==> src/sv/acfp_pkg.sv <==
// ----------------------------------------------------------------------------
// acfp_pkg
// types and constants shared by the ascii command frame parser
// ----------------------------------------------------------------------------
`default_nettype none

package acfp_pkg;

    localparam int unsigned BYTE_W    = 8;
    localparam int unsigned CNT_W     = 5;
    localparam int unsigned MANT_W    = 54;
    localparam int unsigned FRAC_W    = 5;
    localparam int unsigned CFG_IDX_W = 2;

    localparam logic [CNT_W-1:0] MAX_CHARS  = 5'd16;
    localparam logic [CNT_W-1:0] DIGIT_KEEP = 5'd16;

    localparam logic [BYTE_W-1:0] START_RESET = 8'd36;
    localparam logic [BYTE_W-1:0] STOP_RESET  = 8'd10;

    localparam logic [BYTE_W-1:0] CH_PLUS  = 8'h2B;
    localparam logic [BYTE_W-1:0] CH_MINUS = 8'h2D;
    localparam logic [BYTE_W-1:0] CH_DOT   = 8'h2E;
    localparam logic [BYTE_W-1:0] CH_ZERO  = 8'h30;
    localparam logic [BYTE_W-1:0] CH_NINE  = 8'h39;

    localparam logic [CFG_IDX_W-1:0] REG_START = 2'd0;
    localparam logic [CFG_IDX_W-1:0] REG_STOP  = 2'd1;

    typedef enum logic [1:0] {
        PH_IDLE  = 2'd0,
        PH_ID    = 2'd1,
        PH_VALUE = 2'd2
    } t_phase;

    typedef struct packed {
        t_phase              phase;
        logic                sign_seen;
        logic                dot_seen;
        logic [CNT_W-1:0]    char_count;
        logic [BYTE_W-1:0]   held_command;
        logic                held_negative;
        logic [MANT_W-1:0]   held_mantissa;
        logic [FRAC_W-1:0]   held_frac_digits;
    } t_frame;

    typedef struct packed {
        logic [BYTE_W-1:0]   command_id;
        logic                negative;
        logic [MANT_W-1:0]   mantissa;
        logic [FRAC_W-1:0]   frac_digits;
    } t_result;

endpackage

`default_nettype wire

==> src/sv/acfp_step.sv <==
// ----------------------------------------------------------------------------
// acfp_step
// next frame state and result for one received byte
// ----------------------------------------------------------------------------
`default_nettype none

module acfp_step (
    input  var acfp_pkg::t_frame                   i_frame,
    input  var logic [acfp_pkg::BYTE_W-1:0]        i_byte,
    input  var logic [acfp_pkg::BYTE_W-1:0]        i_start_char,
    input  var logic [acfp_pkg::BYTE_W-1:0]        i_stop_char,
    output acfp_pkg::t_frame                       o_frame,
    output logic                                   o_emit,
    output acfp_pkg::t_result                      o_result
);
    import acfp_pkg::*;

    logic [CNT_W-1:0]  digits;
    logic [3:0]        digit_val;
    logic [MANT_W-1:0] mant_x10;

    assign digits    = i_frame.char_count - CNT_W'(i_frame.sign_seen)
                       - CNT_W'(i_frame.dot_seen);
    assign digit_val = 4'(i_byte - CH_ZERO);
    // times ten as two shifts and an add
    assign mant_x10  = (i_frame.held_mantissa << 3) + (i_frame.held_mantissa << 1);

    always_comb begin
        o_frame  = i_frame;
        o_emit   = 1'b0;
        o_result = '0;
        case (i_frame.phase)
            PH_IDLE: begin
                o_frame.sign_seen        = 1'b0;
                o_frame.dot_seen         = 1'b0;
                o_frame.char_count       = '0;
                o_frame.held_negative    = 1'b0;
                o_frame.held_mantissa    = '0;
                o_frame.held_frac_digits = '0;
                if (i_byte == i_start_char) begin
                    o_frame.phase = PH_ID;
                end
            end
            PH_ID: begin
                o_frame.sign_seen        = 1'b0;
                o_frame.dot_seen         = 1'b0;
                o_frame.char_count       = '0;
                o_frame.held_negative    = 1'b0;
                o_frame.held_mantissa    = '0;
                o_frame.held_frac_digits = '0;
                if (i_byte != i_start_char) begin
                    o_frame.held_command = i_byte;
                    o_frame.phase        = PH_VALUE;
                end
            end
            PH_VALUE: begin
                // priority: sign, dot, digit, start, stop
                if (i_byte == CH_PLUS || i_byte == CH_MINUS) begin
                    if (!i_frame.sign_seen && i_frame.char_count == '0) begin
                        o_frame.sign_seen     = 1'b1;
                        o_frame.held_negative = (i_byte == CH_MINUS);
                        o_frame.char_count    = i_frame.char_count + CNT_W'(1);
                    end else begin
                        o_frame.phase = PH_IDLE;
                    end
                end else if (i_byte == CH_DOT) begin
                    if (!i_frame.dot_seen && i_frame.char_count < MAX_CHARS) begin
                        o_frame.dot_seen   = 1'b1;
                        o_frame.char_count = i_frame.char_count + CNT_W'(1);
                    end else begin
                        o_frame.phase = PH_IDLE;
                    end
                end else if (i_byte inside {[CH_ZERO:CH_NINE]}) begin
                    if (i_frame.char_count >= MAX_CHARS) begin
                        o_frame.phase = PH_IDLE;
                    end else begin
                        // digits past the keep limit only count as characters
                        if (digits < DIGIT_KEEP) begin
                            o_frame.held_mantissa = mant_x10 + MANT_W'(digit_val);
                            if (i_frame.dot_seen) begin
                                o_frame.held_frac_digits =
                                    i_frame.held_frac_digits + FRAC_W'(1);
                            end
                        end
                        o_frame.char_count = i_frame.char_count + CNT_W'(1);
                    end
                end else if (i_byte == i_start_char) begin
                    o_frame.phase = PH_ID;
                end else if (i_byte == i_stop_char) begin
                    o_emit               = 1'b1;
                    o_result.command_id  = i_frame.held_command;
                    o_result.negative    = i_frame.held_negative;
                    o_result.mantissa    = i_frame.held_mantissa;
                    o_result.frac_digits = i_frame.held_frac_digits;
                    o_frame.phase        = PH_IDLE;
                end else begin
                    o_frame.phase = PH_IDLE;
                end
            end
            default: begin
                o_frame.phase = PH_IDLE;
            end
        endcase
    end

endmodule

`default_nettype wire

==> src/sv/ascii_command_frame_parser.sv <==
// A result shows on o_valid in the cycle after the stop byte is taken.
// Throughput: one byte per cycle; the frame state steps once per transfer in a
// single registered update, and the output register takes the next byte in the
// same cycle its result is taken; a stalled result holds off the input.
// Reset (synchronous, active low): parser idle, start '$', stop LF, output empty.
// ----------------------------------------------------------------------------
// ascii_command_frame_parser
// frames start char, identifier, signed decimal value and stop char into one
// result holding identifier, sign, mantissa and fraction digit count
// ----------------------------------------------------------------------------
`default_nettype none

module ascii_command_frame_parser (
    input  var logic                                i_clk,
    input  var logic                                i_rst_n,
    input  var logic                                i_cfg_we,
    input  var logic [acfp_pkg::CFG_IDX_W-1:0]      i_cfg_index,
    input  var logic [acfp_pkg::BYTE_W-1:0]         i_cfg_wdata,
    input  var logic                                i_valid,
    output logic                                    o_ready,
    input  var logic [acfp_pkg::BYTE_W-1:0]         i_rx_byte,
    output logic                                    o_valid,
    input  var logic                                i_ready,
    output logic [acfp_pkg::BYTE_W-1:0]             o_command_id,
    output logic                                    o_negative,
    output logic [acfp_pkg::MANT_W-1:0]             o_mantissa,
    output logic [acfp_pkg::FRAC_W-1:0]             o_frac_digits
);
    import acfp_pkg::*;

    logic [BYTE_W-1:0] r_start_char;
    logic [BYTE_W-1:0] r_stop_char;
    t_frame            r_frame;
    t_frame            n_frame;
    logic              n_emit;
    t_result           n_result;
    t_result           r_result;
    logic              r_out_valid;
    logic              in_xfer;

    assign o_ready = !r_out_valid || i_ready;
    assign in_xfer = i_valid && o_ready;

    acfp_step u_step (
        .i_frame      (r_frame),
        .i_byte       (i_rx_byte),
        .i_start_char (r_start_char),
        .i_stop_char  (r_stop_char),
        .o_frame      (n_frame),
        .o_emit       (n_emit),
        .o_result     (n_result)
    );

    always_ff @(posedge i_clk) begin
        if (!i_rst_n) begin
            r_start_char <= START_RESET;
            r_stop_char  <= STOP_RESET;
        end else if (i_cfg_we) begin
            case (i_cfg_index)
                REG_START: r_start_char <= i_cfg_wdata;
                REG_STOP:  r_stop_char  <= i_cfg_wdata;
                default:   ;
            endcase
        end
    end

    always_ff @(posedge i_clk) begin
        if (!i_rst_n) begin
            r_frame       <= '0;
            r_frame.phase <= PH_IDLE;
            r_out_valid   <= 1'b0;
        end else begin
            if (in_xfer) begin
                r_frame <= n_frame;
            end
            if (in_xfer && n_emit) begin
                r_out_valid <= 1'b1;
            end else if (i_ready) begin
                r_out_valid <= 1'b0;
            end
        end
    end

    always_ff @(posedge i_clk) begin
        if (in_xfer && n_emit) begin
            r_result <= n_result;
        end
    end

    assign o_valid       = r_out_valid;
    assign o_command_id  = r_result.command_id;
    assign o_negative    = r_result.negative;
    assign o_mantissa    = r_result.mantissa;
    assign o_frac_digits = r_result.frac_digits;

endmodule

`default_nettype wire

==> config.mk <==
export PLATFORM = sky130hd
export DESIGN_NAME = ascii_command_frame_parser
export DESIGN_NICKNAME = d
export VERILOG_FILES = /design/src/sv/acfp_pkg.sv /design/src/sv/acfp_step.sv /design/src/sv/ascii_command_frame_parser.sv
export SDC_FILE = /design/constraint.sdc
export NUM_CORES = 1
export LEC_CHECK = 0
export ABC_AREA = 1
export ABC_CLOCK_PERIOD_IN_PS = 3100
export BUFFER_PORTS_ARGS = -buffer_cell sky130_fd_sc_hd__buf_2
export CAP_MARGIN = 10
export CORE_ASPECT_RATIO = 1.1
export CORE_UTILIZATION = 50
export DETAILED_ROUTE_END_ITERATION = 8
export PLACE_DENSITY = 0.64
export SKIP_CTS_REPAIR_TIMING = 1
export SYNTH_ARGS = -nofsm -noshare
export SYNTH_HDL_FRONTEND = slang
export SYNTH_SLANG_ARGS = --single-unit
export TNS_END_PERCENT = 20
==> constraint.sdc <==
create_clock -name i_clk -period 3.1 [get_ports i_clk]
set_input_delay 0.31 -clock i_clk [delete_from_list [all_inputs] [get_ports i_clk]]
set_output_delay 0.31 -clock i_clk [all_outputs]
set_load 0.05 [all_outputs]
# Word level (Yosys, flattened, before mapping)
# Index checks and enable logic that the tools add are counted.
[word_totals]
ff_bits = 162
in_bits = 23
elab_cells = 121
[classes]
add_sub_neg = 7
magnitude_cmp = 5
n_eq_ne = 28
muxes = 38
n_bitwise = 2
reduce_logical = 26
[op_table]
columns = ["operator", "n"]
rows = [
  ["59-bit two-way mux", 5],
  ["60-bit one-hot mux with 2 select lines", 1],
  ["54-bit by 4-bit adder with 54-bit output", 1],
  ["54-bit adder", 1],
  ["5-bit two-way mux", 6],
  ["8-bit by 6-bit == test with 1-bit output, second input constant", 3],
  ["8-bit == test", 2],
  ["2-bit two-way mux", 8],
  ["2-bit by 1-bit != test with 1-bit output, second input constant", 8],
  ["1-bit two-way mux", 15],
  ["7-bit one-hot mux with 2 select lines", 1],
  ["6-bit AND reduction", 2],
  ["5-bit by 1-bit adder with 5-bit output, second input constant", 2],
  ["5-bit less-than comparator, second input constant", 2],
  ["5-bit by 1-bit subtractor with 5-bit output", 2],
  ["8-bit by 6-bit >= comparator with 1-bit output, second input constant", 1],
  ["8-bit by 6-bit less-or-equal comparator with 1-bit output, second input constant", 1],
  ["2-bit != test, second input constant", 4],
  ["4-bit by 3-bit != test with 1-bit output, second input constant", 2],
  ["8-bit != test", 1],
  ["8-bit AND reduction", 1],
  ["7-bit AND reduction", 1],
  ["6-bit two-way mux", 1],
  ["3-bit != test, second input constant", 2],
  ["21 further kinds", 33],
]

# Logic depth before layout (Yosys ltp)
# Gate-level depths: netlist of run 1.
[logic_depth]
word_depth = 9
mapped_depth = 17
depth_no_buf = 17

# Modules after synthesis
# From an unflattened synthesis of run 1, not the netlist that was laid out.
[hier_totals]
cells_unflattened = 2190
hier_area_um2 = 13792.0
[by_module_without_submodules]
columns = ["mod", "n_inst", "cells_each", "area_each_um2", "seq_area_each_um2"]
rows = [
  ["acfp_step", 1, 1510, 7519.7, 0.0],
  ["ascii_command_frame_parser", 1, 680, 6272.3, 3923.8],
]

# Worst setup path after synthesis of run 1
# OpenSTA, ideal clock, no wires.
[synth_path]
kind = "flip-flop to flip-flop"
start = "register r_out_valid, in the netlist o_valid"
end = "register r_result (netlist bit o_command_id[0]) (enable)"
arrival_time_ns = 2.595
path_slack_ns = 0.083
stages_incl_launch_ff = 6
synth_period_minus_slack_ns = 3.017
cell_sequence = "dfxtp_1 > nand2_1 > nand2_1 > inv_1 > nand2_1 > inv_1"
[synth_between]
elab_chain_cells = 4
[synth_lines]
columns = ["item", "line_no", "text"]
rows = [
  ["start: declaration", "ascii_command_frame_parser.sv:38", "logic r_out_valid;"],
  ["start signal: assignment", "ascii_command_frame_parser.sv:71", "r_out_valid <= 1'b0;"],
  ["start signal: assignment", "ascii_command_frame_parser.sv:77", "r_out_valid <= 1'b1;"],
  ["start signal: assignment", "ascii_command_frame_parser.sv:79", "r_out_valid <= 1'b0;"],
  ["1-bit zero test", "ascii_command_frame_parser.sv:41", "assign o_ready = !r_out_valid || i_ready;"],
  ["1-bit logical OR", "ascii_command_frame_parser.sv:41", ""],
  ["net o_ready", "ascii_command_frame_parser.sv:20", "output logic o_ready,"],
  ["1-bit logical AND", "ascii_command_frame_parser.sv:42", "assign in_xfer = i_valid && o_ready;"],
  ["1-bit logical AND", "ascii_command_frame_parser.sv:85", "if (in_xfer && n_emit) begin"],
  ["end signal: assignment", "ascii_command_frame_parser.sv:86", "r_result <= n_result;"],
  ["end: declaration", "ascii_command_frame_parser.sv:37", "t_result r_result;"],
]
# The timed path passes the listed nets, and every way through them passes these cells.
# A chain may end at the register's enable or synchronous reset.

# Final worst setup path of run 1
[layout_path]
start = "register r_frame[43] (netlist bit)"
end = "register r_frame[48] (netlist bit)"
[layout_between]
elab_chain_cells = 8
[layout_lines]
columns = ["item", "line_no", "text"]
rows = [
  ["start: declaration", "ascii_command_frame_parser.sv:33", "t_frame r_frame;"],
  ["start signal: assignment", "ascii_command_frame_parser.sv:74", "r_frame <= n_frame;"],
  ["54-bit adder", "acfp_step.sv:26", "assign mant_x10 = (i_frame.held_mantissa << 3) + (i_frame.held_mantissa << 1);"],
  ["54-bit by 4-bit adder with 54-bit output", "acfp_step.sv:79", "o_frame.held_mantissa = mant_x10 + MANT_W'(digit_val);"],
  ["59-bit two-way mux", "acfp_step.sv:78", "if (digits < DIGIT_KEEP) begin"],
  ["59-bit two-way mux", "acfp_step.sv:74", "if (i_frame.char_count >= MAX_CHARS) begin"],
  ["59-bit two-way mux", "acfp_step.sv:73", "end else if (i_byte inside {[CH_ZERO:CH_NINE]}) begin"],
  ["59-bit two-way mux", "acfp_step.sv:66", "end else if (i_byte == CH_DOT) begin"],
  ["59-bit two-way mux", "acfp_step.sv:58", "if (i_byte == CH_PLUS || i_byte == CH_MINUS) begin"],
  ["60-bit one-hot mux with 2 select lines", "acfp_step.sv:32", "case (i_frame.phase)"],
]
# No other way between the ends. The select of a mux whose other input is x is not followed.

==> impl_metrics.env, run 1 <==
export IMPL_grt_pass1_vias=10400
export IMPL_drc=0
export IMPL_worst_setup_path_start_kind="flop"
export IMPL_cts_tree="yes"
export IMPL_crit_fanout=5
export IMPL_dp_cells=2128
export IMPL_yosys_warnings=0
export IMPL_wire_per_inst_um=15.6
export IMPL_async_flop_share_pct=0
export IMPL_required_ns=3.48
export IMPL_die_y_um=162
export IMPL_ios=93
export IMPL_r2r_start="r_frame[43]"
export IMPL_slew_headroom_pct=49.1
export IMPL_worst_skew_pair_late_latency_ns=0.44
export IMPL_ys_seq_elements=162
export IMPL_max_cap_violations=0
export IMPL_num_vias=10800
export IMPL_worst_pin_slew_ns=0.757
export IMPL_dr_pass1_iters=6
export IMPL_finalNetCount=1978
export IMPL_rsz0062_at_grt="no"
export IMPL_p_leak_nw=6.31
export IMPL_layout_common_cells="537 x nand2_1, 321 x inv_1, 213 x nor2_1"
export IMPL_layout_cells_non_filler=2160
export IMPL_crit_type="flop to flop"
export IMPL_vias_per_cell=5.01
export IMPL_diodes=0
export IMPL_clkSlewWorstSetupHoldPaths_ns=0.08
export IMPL_cp_startpoint="r_frame[43]"
export IMPL_drt_iter0_markers=713
export IMPL_ys_types=34
export IMPL_r2r_cells=10
export IMPL_status="complete, no violations"
export IMPL_final_antenna_net_count=0
export IMPL_syn_avg_cell_area_um2=6.64
export IMPL_initial_utilization_pct=50.8
export IMPL_place_ws_ns=0.250
export IMPL_final_layout_size_suffix_gt1_share_pct=8.98
export IMPL_grt_first_pass_wirelength_um=53300
export IMPL_irDropWorstVdd_v=0.000324
export IMPL_final_util_pct=57.0
export IMPL_grt_overflow_total=0
export IMPL_antenna_found_initial=0
export IMPL_fmax_mhz=356
export IMPL_end_kind="flop"
export IMPL_layout_commonest_cell="nand2_1"
export IMPL_hp_class="input port to flop"
export IMPL_hp_start="i_cfg_wdata[5]"
export IMPL_finalCritPeriodShare_pct=90.5
export IMPL_coreArea_um2=22900
export IMPL_powerDensity_nw_per_um2=354
export IMPL_wirelength_um=33600
export IMPL_port_buffers=92
export IMPL_h_tree_depth=4
export IMPL_fin_crit_ns=2.81
export IMPL_grt_usage_pct=29.0
export IMPL_ys_seq_area_share_pct=33.8
export IMPL_syn_area_um2=11600
export IMPL_synthCells=1750
export IMPL_cts_buffers=17
export IMPL_arrival_ns=3.18
export IMPL_hold_viol_final=0
export IMPL_final_setup_tns_ns=0
export IMPL_die_width_um=147
export IMPL_root_buffer="clkbuf_16"
export IMPL_slew_viol_final=0
export IMPL_ys_flop_type="dfxtp_1"
export IMPL_syn2layout_area_growth_pct=12.2
export IMPL_row_count=58
export IMPL_clock_sinks=162
export IMPL_worstHoldEndpoint="r_start_char[5]"
export IMPL_synth_edff_count=68
export IMPL_r2r_end="r_frame[48]"
export IMPL_clock_skew_ns=0.00880
export IMPL_setup_viol=0
export IMPL_syn_nets=1881
export IMPL_setup_slack_ns=0.294
export IMPL_grt_max_degree=39
export IMPL_whs_path_depth=3
export IMPL_rrSetupSlack_ns=0.29
export IMPL_globalplace_congestion=1.03
export IMPL_power_mw=4.62
export IMPL_clk_path_buf_depth=2
export IMPL_die_area_um2=23900
export IMPL_dp_hpwl_um=26800
==> area by class of cell <==
type,instances,area [um2]
clock buffer,18,450
clock inverter,14,156
fill,2351,9820
inverter,329,1230
multi-input combinational,1230,6300
sequential,162,3920
tap,300,375
timing repair buffer,107,598
==> cells in the mapped netlist, types with 4 or more instances <==
| master | count | area [um2] |
|---|---|---|
| nand3_1 | 109 | 546 |
| dfxtp_1 | 94 | 1880 |
| nor2_1 | 213 | 800 |
| nand4_1 | 23 | 144 |
| nand2_1 | 537 | 2020 |
| o21ai_0 | 32 | 160 |
| nor4_1 | 5 | 31.3 |
| edfxtp_1 | 68 | 2040 |
| ha_1 | 106 | 1330 |
| o21bai_1 | 6 | 45.0 |
| nor3_1 | 13 | 65.1 |
| inv_1 | 322 | 1210 |
| xor2_1 | 27 | 236 |
| clkbuf_1 | 10 | 37.5 |
| a22oi_1 | 4 | 30.0 |
| a21boi_0 | 4 | 30.0 |
| a21oi_1 | 111 | 556 |
| or2_2 | 13 | 81.3 |
| buf_4 | 4 | 30.0 |
| buf_2 | 12 | 60.1 |
| xnor2_1 | 7 | 61.3 |
| inv_2 | 6 | 22.5 |
| nand3b_1 | 4 | 30.0 |
==> critical path: stages (launching register included) <==
cell and delay [ns]:
dfxtp_1 0.49, ha_1 0.30, ha_1 0.41, nand2_1 0.14, nor2_1 0.30, nand2_1 0.13
nor3_1 0.32, nand3_1 0.21, nand4_1 0.14, nand3_1 0.13, a21oi_1 0.16
==> per-layer routing <==
metal / wire length [um] / global-route usage (%) / part of all wire [%]
met5: 0 / 0 / 0
met4: 1170 / 12.4 / 3.5
met3: 1330 / 3.99 / 3.9
met2: 16600 / 52.2 / 49
met1: 14500 / 34.4 / 43
==> registers in the layout, indices dropped and copies added, names as in the netlist <==
register       flops
r_stop_char        8
r_frame           77
o_mantissa        54
o_negative         1
o_command_id       8
o_frac_digits      5
o_valid            1
r_start_char       8
==> kinds of logic after synthesis <==
family	synth area share [%]
AOI/OAI and AO/OA	7.19
xor gates and xnor gates	2.56
adders and majority gates	11.8
buffers and inverters	12.0
DFF	33.8
and+or+nand+nor	32.7
==> where the power goes <==
part	internal (mW)	switching [mW]
Sequential	2.22	0.0110
Clock	1.13	1.09
Combinational	0.0540	0.112
==> stage by stage <==
stage | instance area [um2] | hold slack (ns)
after detailed placement | 12400 | 0.446
after global routing | 13000 | 0.0991
after global placement | 12400 | 0.441
after CTS | 13000 | 0.0844
after floorplan | 11600 | 0.430
final | 13000 | 0.0941
==> how the worst max path moves through the flow <==
| stage | end | slack (ns) |
|---|---|---|
| 2_1_floorplan | o_command_id[0] | 0.08 |
| 3_3_place_gp | r_frame[41] | 0.27 |
| 3_5_place_dp | r_frame[41] | 0.25 |
| 4_1_cts | r_frame[48] | 0.35 |
| 5_1_grt | r_frame[41] | 0.14 |
| 6_report | r_frame[48] | 0.29 |
Power figures use the tool's default switching activity.
==> run 2, diff against run 1 <==
Settings changed: ABC_AREA 1 to not set, PLACE_DENSITY 0.64 to 0.65.
==> run 2 against run 1 <==
Compared with the run above: the run now ends with setup timing left; combinational power is 14% lower; routed wire length is 29% lower; core utilization is 4.5 points higher; die area is 14% lower; clock skew is 0.0030 ns higher; global-route usage is 4.9 points lower.
==> impl_metrics.env, run 2 <==
export IMPL_path_buf_inv=2
export IMPL_critPathMaxStageDelay_ns=0.56
export IMPL_diodes=0
export IMPL_synthCells=1022
export IMPL_yosys_cell_count_top_type="ha_1"
export IMPL_dp_hpwl_um=17200
export IMPL_grt_overflow_total=0
export IMPL_row_count=53
export IMPL_ios=93
export IMPL_layout_common_cells="103 x ha_1, 92 x buf_2, 91 x dfxtp_1"
export IMPL_clock_skew_ns=0.0118
export IMPL_async_flop_share_pct=0
export IMPL_max_cap_violations=0
export IMPL_dr_pass1_iters=5
export IMPL_cp_endpoint="r_frame[56]"
export IMPL_fillers=1668
export IMPL_top_register="r_frame"
export IMPL_p_leak_nw=5.01
export IMPL_h_tree_depth=4
export IMPL_drt_iter0_markers=568
export IMPL_syn_nets=1153
export IMPL_r2r_cells=14
export IMPL_final_antenna_net_count=0
export IMPL_cp_startpoint="r_frame[7]"
export IMPL_drc=0
export IMPL_slew_headroom_pct=45.7
export IMPL_grt_pass1_vias=7690
export IMPL_finalCritPeriodShare_pct=106
export IMPL_cts_tree="yes"
export IMPL_cts_buffers=17
export IMPL_layout_commonest_cell="ha_1"
export IMPL_critical_path_depth=14
export IMPL_hold_viol_final=0
export IMPL_stdcell_area_um2=11900
export IMPL_place_area_um2=11100
export IMPL_port_buffers=92
export IMPL_synth_edff_count=68
export IMPL_r2r_end="r_frame[56]"
export IMPL_final_layout_size_suffix_gt1_share_pct=21.1
export IMPL_slew_viol_final=0
export IMPL_num_vias=7927
export IMPL_end_kind="flop"
export IMPL_holdWs_ns=0.109
export IMPL_grt_max_degree=70
export IMPL_vias_per_cell=5.61
export IMPL_setup_slack_ns=-0.172
export IMPL_antenna_found_initial=0
export IMPL_required_ns=3.42
export IMPL_worst_pin_slew_ns=0.809
export IMPL_worst_skew_pair_late_latency_ns=0.43
export IMPL_crit_type="flop to flop"
export IMPL_ys_types=74
export IMPL_hp_start="i_cfg_wdata[5]"
export IMPL_die_area_um2=20600
export IMPL_synth_area_leaders="edfxtp_1 20%, dfxtp_1 19%, ha_1 13%"
export IMPL_crit_slowest_cell="fa_2"
export IMPL_syn_avg_cell_area_um2=9.80
export IMPL_syn2layout_area_growth_pct=19.0
export IMPL_setup_viol=11
export IMPL_ys_top_cells_by_count="106 x ha_1, 94 x dfxtp_1, 75 x and2_1, 68 x edfxtp_1"
export IMPL_die_width_um=137
export IMPL_globalplace_congestion=0.903
export IMPL_wirelength_um=23700
export IMPL_clock_sinks=162
export IMPL_ys_seq_elements=162
export IMPL_clk_path_buf_depth=2
export IMPL_finalNetCount=1285
export IMPL_ys_flop_type="dfxtp_1"
export IMPL_hp_class="input port to flop"
export IMPL_irDropWorstVdd_v=0.000397
export IMPL_syn_area_um2=10000
export IMPL_dp_cells=1376
export IMPL_initial_utilization_pct=51.7
export IMPL_wire_per_inst_um=16.8
export IMPL_grt_usage_pct=24.1
export IMPL_coreArea_um2=19400
export IMPL_arrival_ns=3.59
export IMPL_grt_first_pass_wirelength_um=38500
export IMPL_crit_fanout=4
export IMPL_die_y_um=150
export IMPL_fin_crit_ns=3.27
export IMPL_powerDensity_nw_per_um2=380
export IMPL_fmax_mhz=306
export IMPL_violations="setup timing"
export IMPL_synth_top_area_cell="edfxtp_1"
export IMPL_clkSlewWorstSetupHoldPaths_ns=0.07
export IMPL_worst_setup_path_start_kind="flop"
export IMPL_largest_register_ffs=77
export IMPL_status="finished, violations left"
export IMPL_ys_seq_area_share_pct=39.2
export IMPL_layout_cells_non_filler=1414
export IMPL_r2r_start="r_frame[7]"
export IMPL_yosys_warnings=0
export IMPL_root_buffer="clkbuf_16"
export IMPL_cpLargestDelayFamily="compound AO/OA/AOI/OAI gates"
export IMPL_netlist_area_leader_share_pct=20.4
export IMPL_rrSetupSlack_ns=-0.17
export IMPL_rsz0062_at_grt="yes"
export IMPL_cp_cell_sequence="inv_2 -> fa_2 -> inv_2 -> ha_4 -> a21oi_2 -> nor2b_2 -> a31oi_2 -> o21a_1 -> o221ai_2 -> a221oi_4 -> o41ai_4 -> a31oi_2 -> o311ai_2 -> nand2_1"
## run 2: cell types whose count changed in the layout (fill, tap and decap cells not counted), sizes merged, moves of 54 or more
cell   before  now
nand2     538   67
inv       336   37
nor2      216   43
nand3     112   23
and2        3   75
buf       107  164
nor2b       0   54
## run 2: kinds of logic after synthesis
family | count (synthesis) | share of synthesized area, %
and+or+nand+nor | 323 | 17.7
AOI/OAI and AO/OA | 252 | 17.5
DFF | 162 | 39.2
adders and majority gates | 108 | 13.6
buffers and inverters | 80 | 3.17
xor gates and xnor gates | 72 | 6.29
muxes | 25 | 2.50
## run 2: layout make-up
class                   instances  area [um2]  area share, %
repair buffers                164        1010           8.50
well taps                     247         309           2.59
clock inverters                11         114          0.955
flip-flops and latches        162        3930           32.9
clock buffers                  21         483           4.05
inverters                      29         109          0.913
multi-input cells             780        5970           50.1
## run 2: metal layers
metal | vias up | wire (um) | track usage, %
met5 | - | 0 | 0
met1 | 3747 | 10400 | 29.4
li1 | 3959 | - | -
met4 | 0 | 653 | 9.73
met3 | 47 | 803 | 3.47
met2 | 174 | 11900 | 42.5
## run 2: per-stage QoR
step                setup slack [ns]  utilization [%]  TNS (ns)  total power, mW
CTS                           -0.238             60.5     -2.52             4.57
detailed placement            -0.389             57.4     -6.37             2.41
finish                        -0.172             61.6    -0.832             4.53
global placement              -0.259             57.4     -4.16             2.41
global route                  -0.312             61.6     -3.46             4.65
floorplan                    0.00891                -         0             2.36
## run 2: report_power, final
group / internal, mW / switching (mW)
Combinational: 0.0616 / 0.0819
Sequential: 2.21 / 0.00810
Clock: 1.23 / 0.944
Total: 3.50 / 1.03
## run 2: tightest hold or removal path, delay by kind of cell
family | cells | cell delay [ns]
mux | 1 | 0.06
simple gates | 1 | 0.06
buf+inv | 1 | 0.09
## run 2: worst min-delay path by stage
stage / to / slack (ns) / depth (start not counted)
6_report: r_start_char[5] / 0.11 / 3
5_1_grt: r_start_char[5] / 0.1 / 3
4_1_cts: r_start_char[5] / 0.09 / 3
3_5_place_dp: r_frame[58] / 0.47 / 1
3_3_place_gp: r_frame[58] / 0.46 / 1
2_1_floorplan: r_stop_char[1] / 0.44 / 2
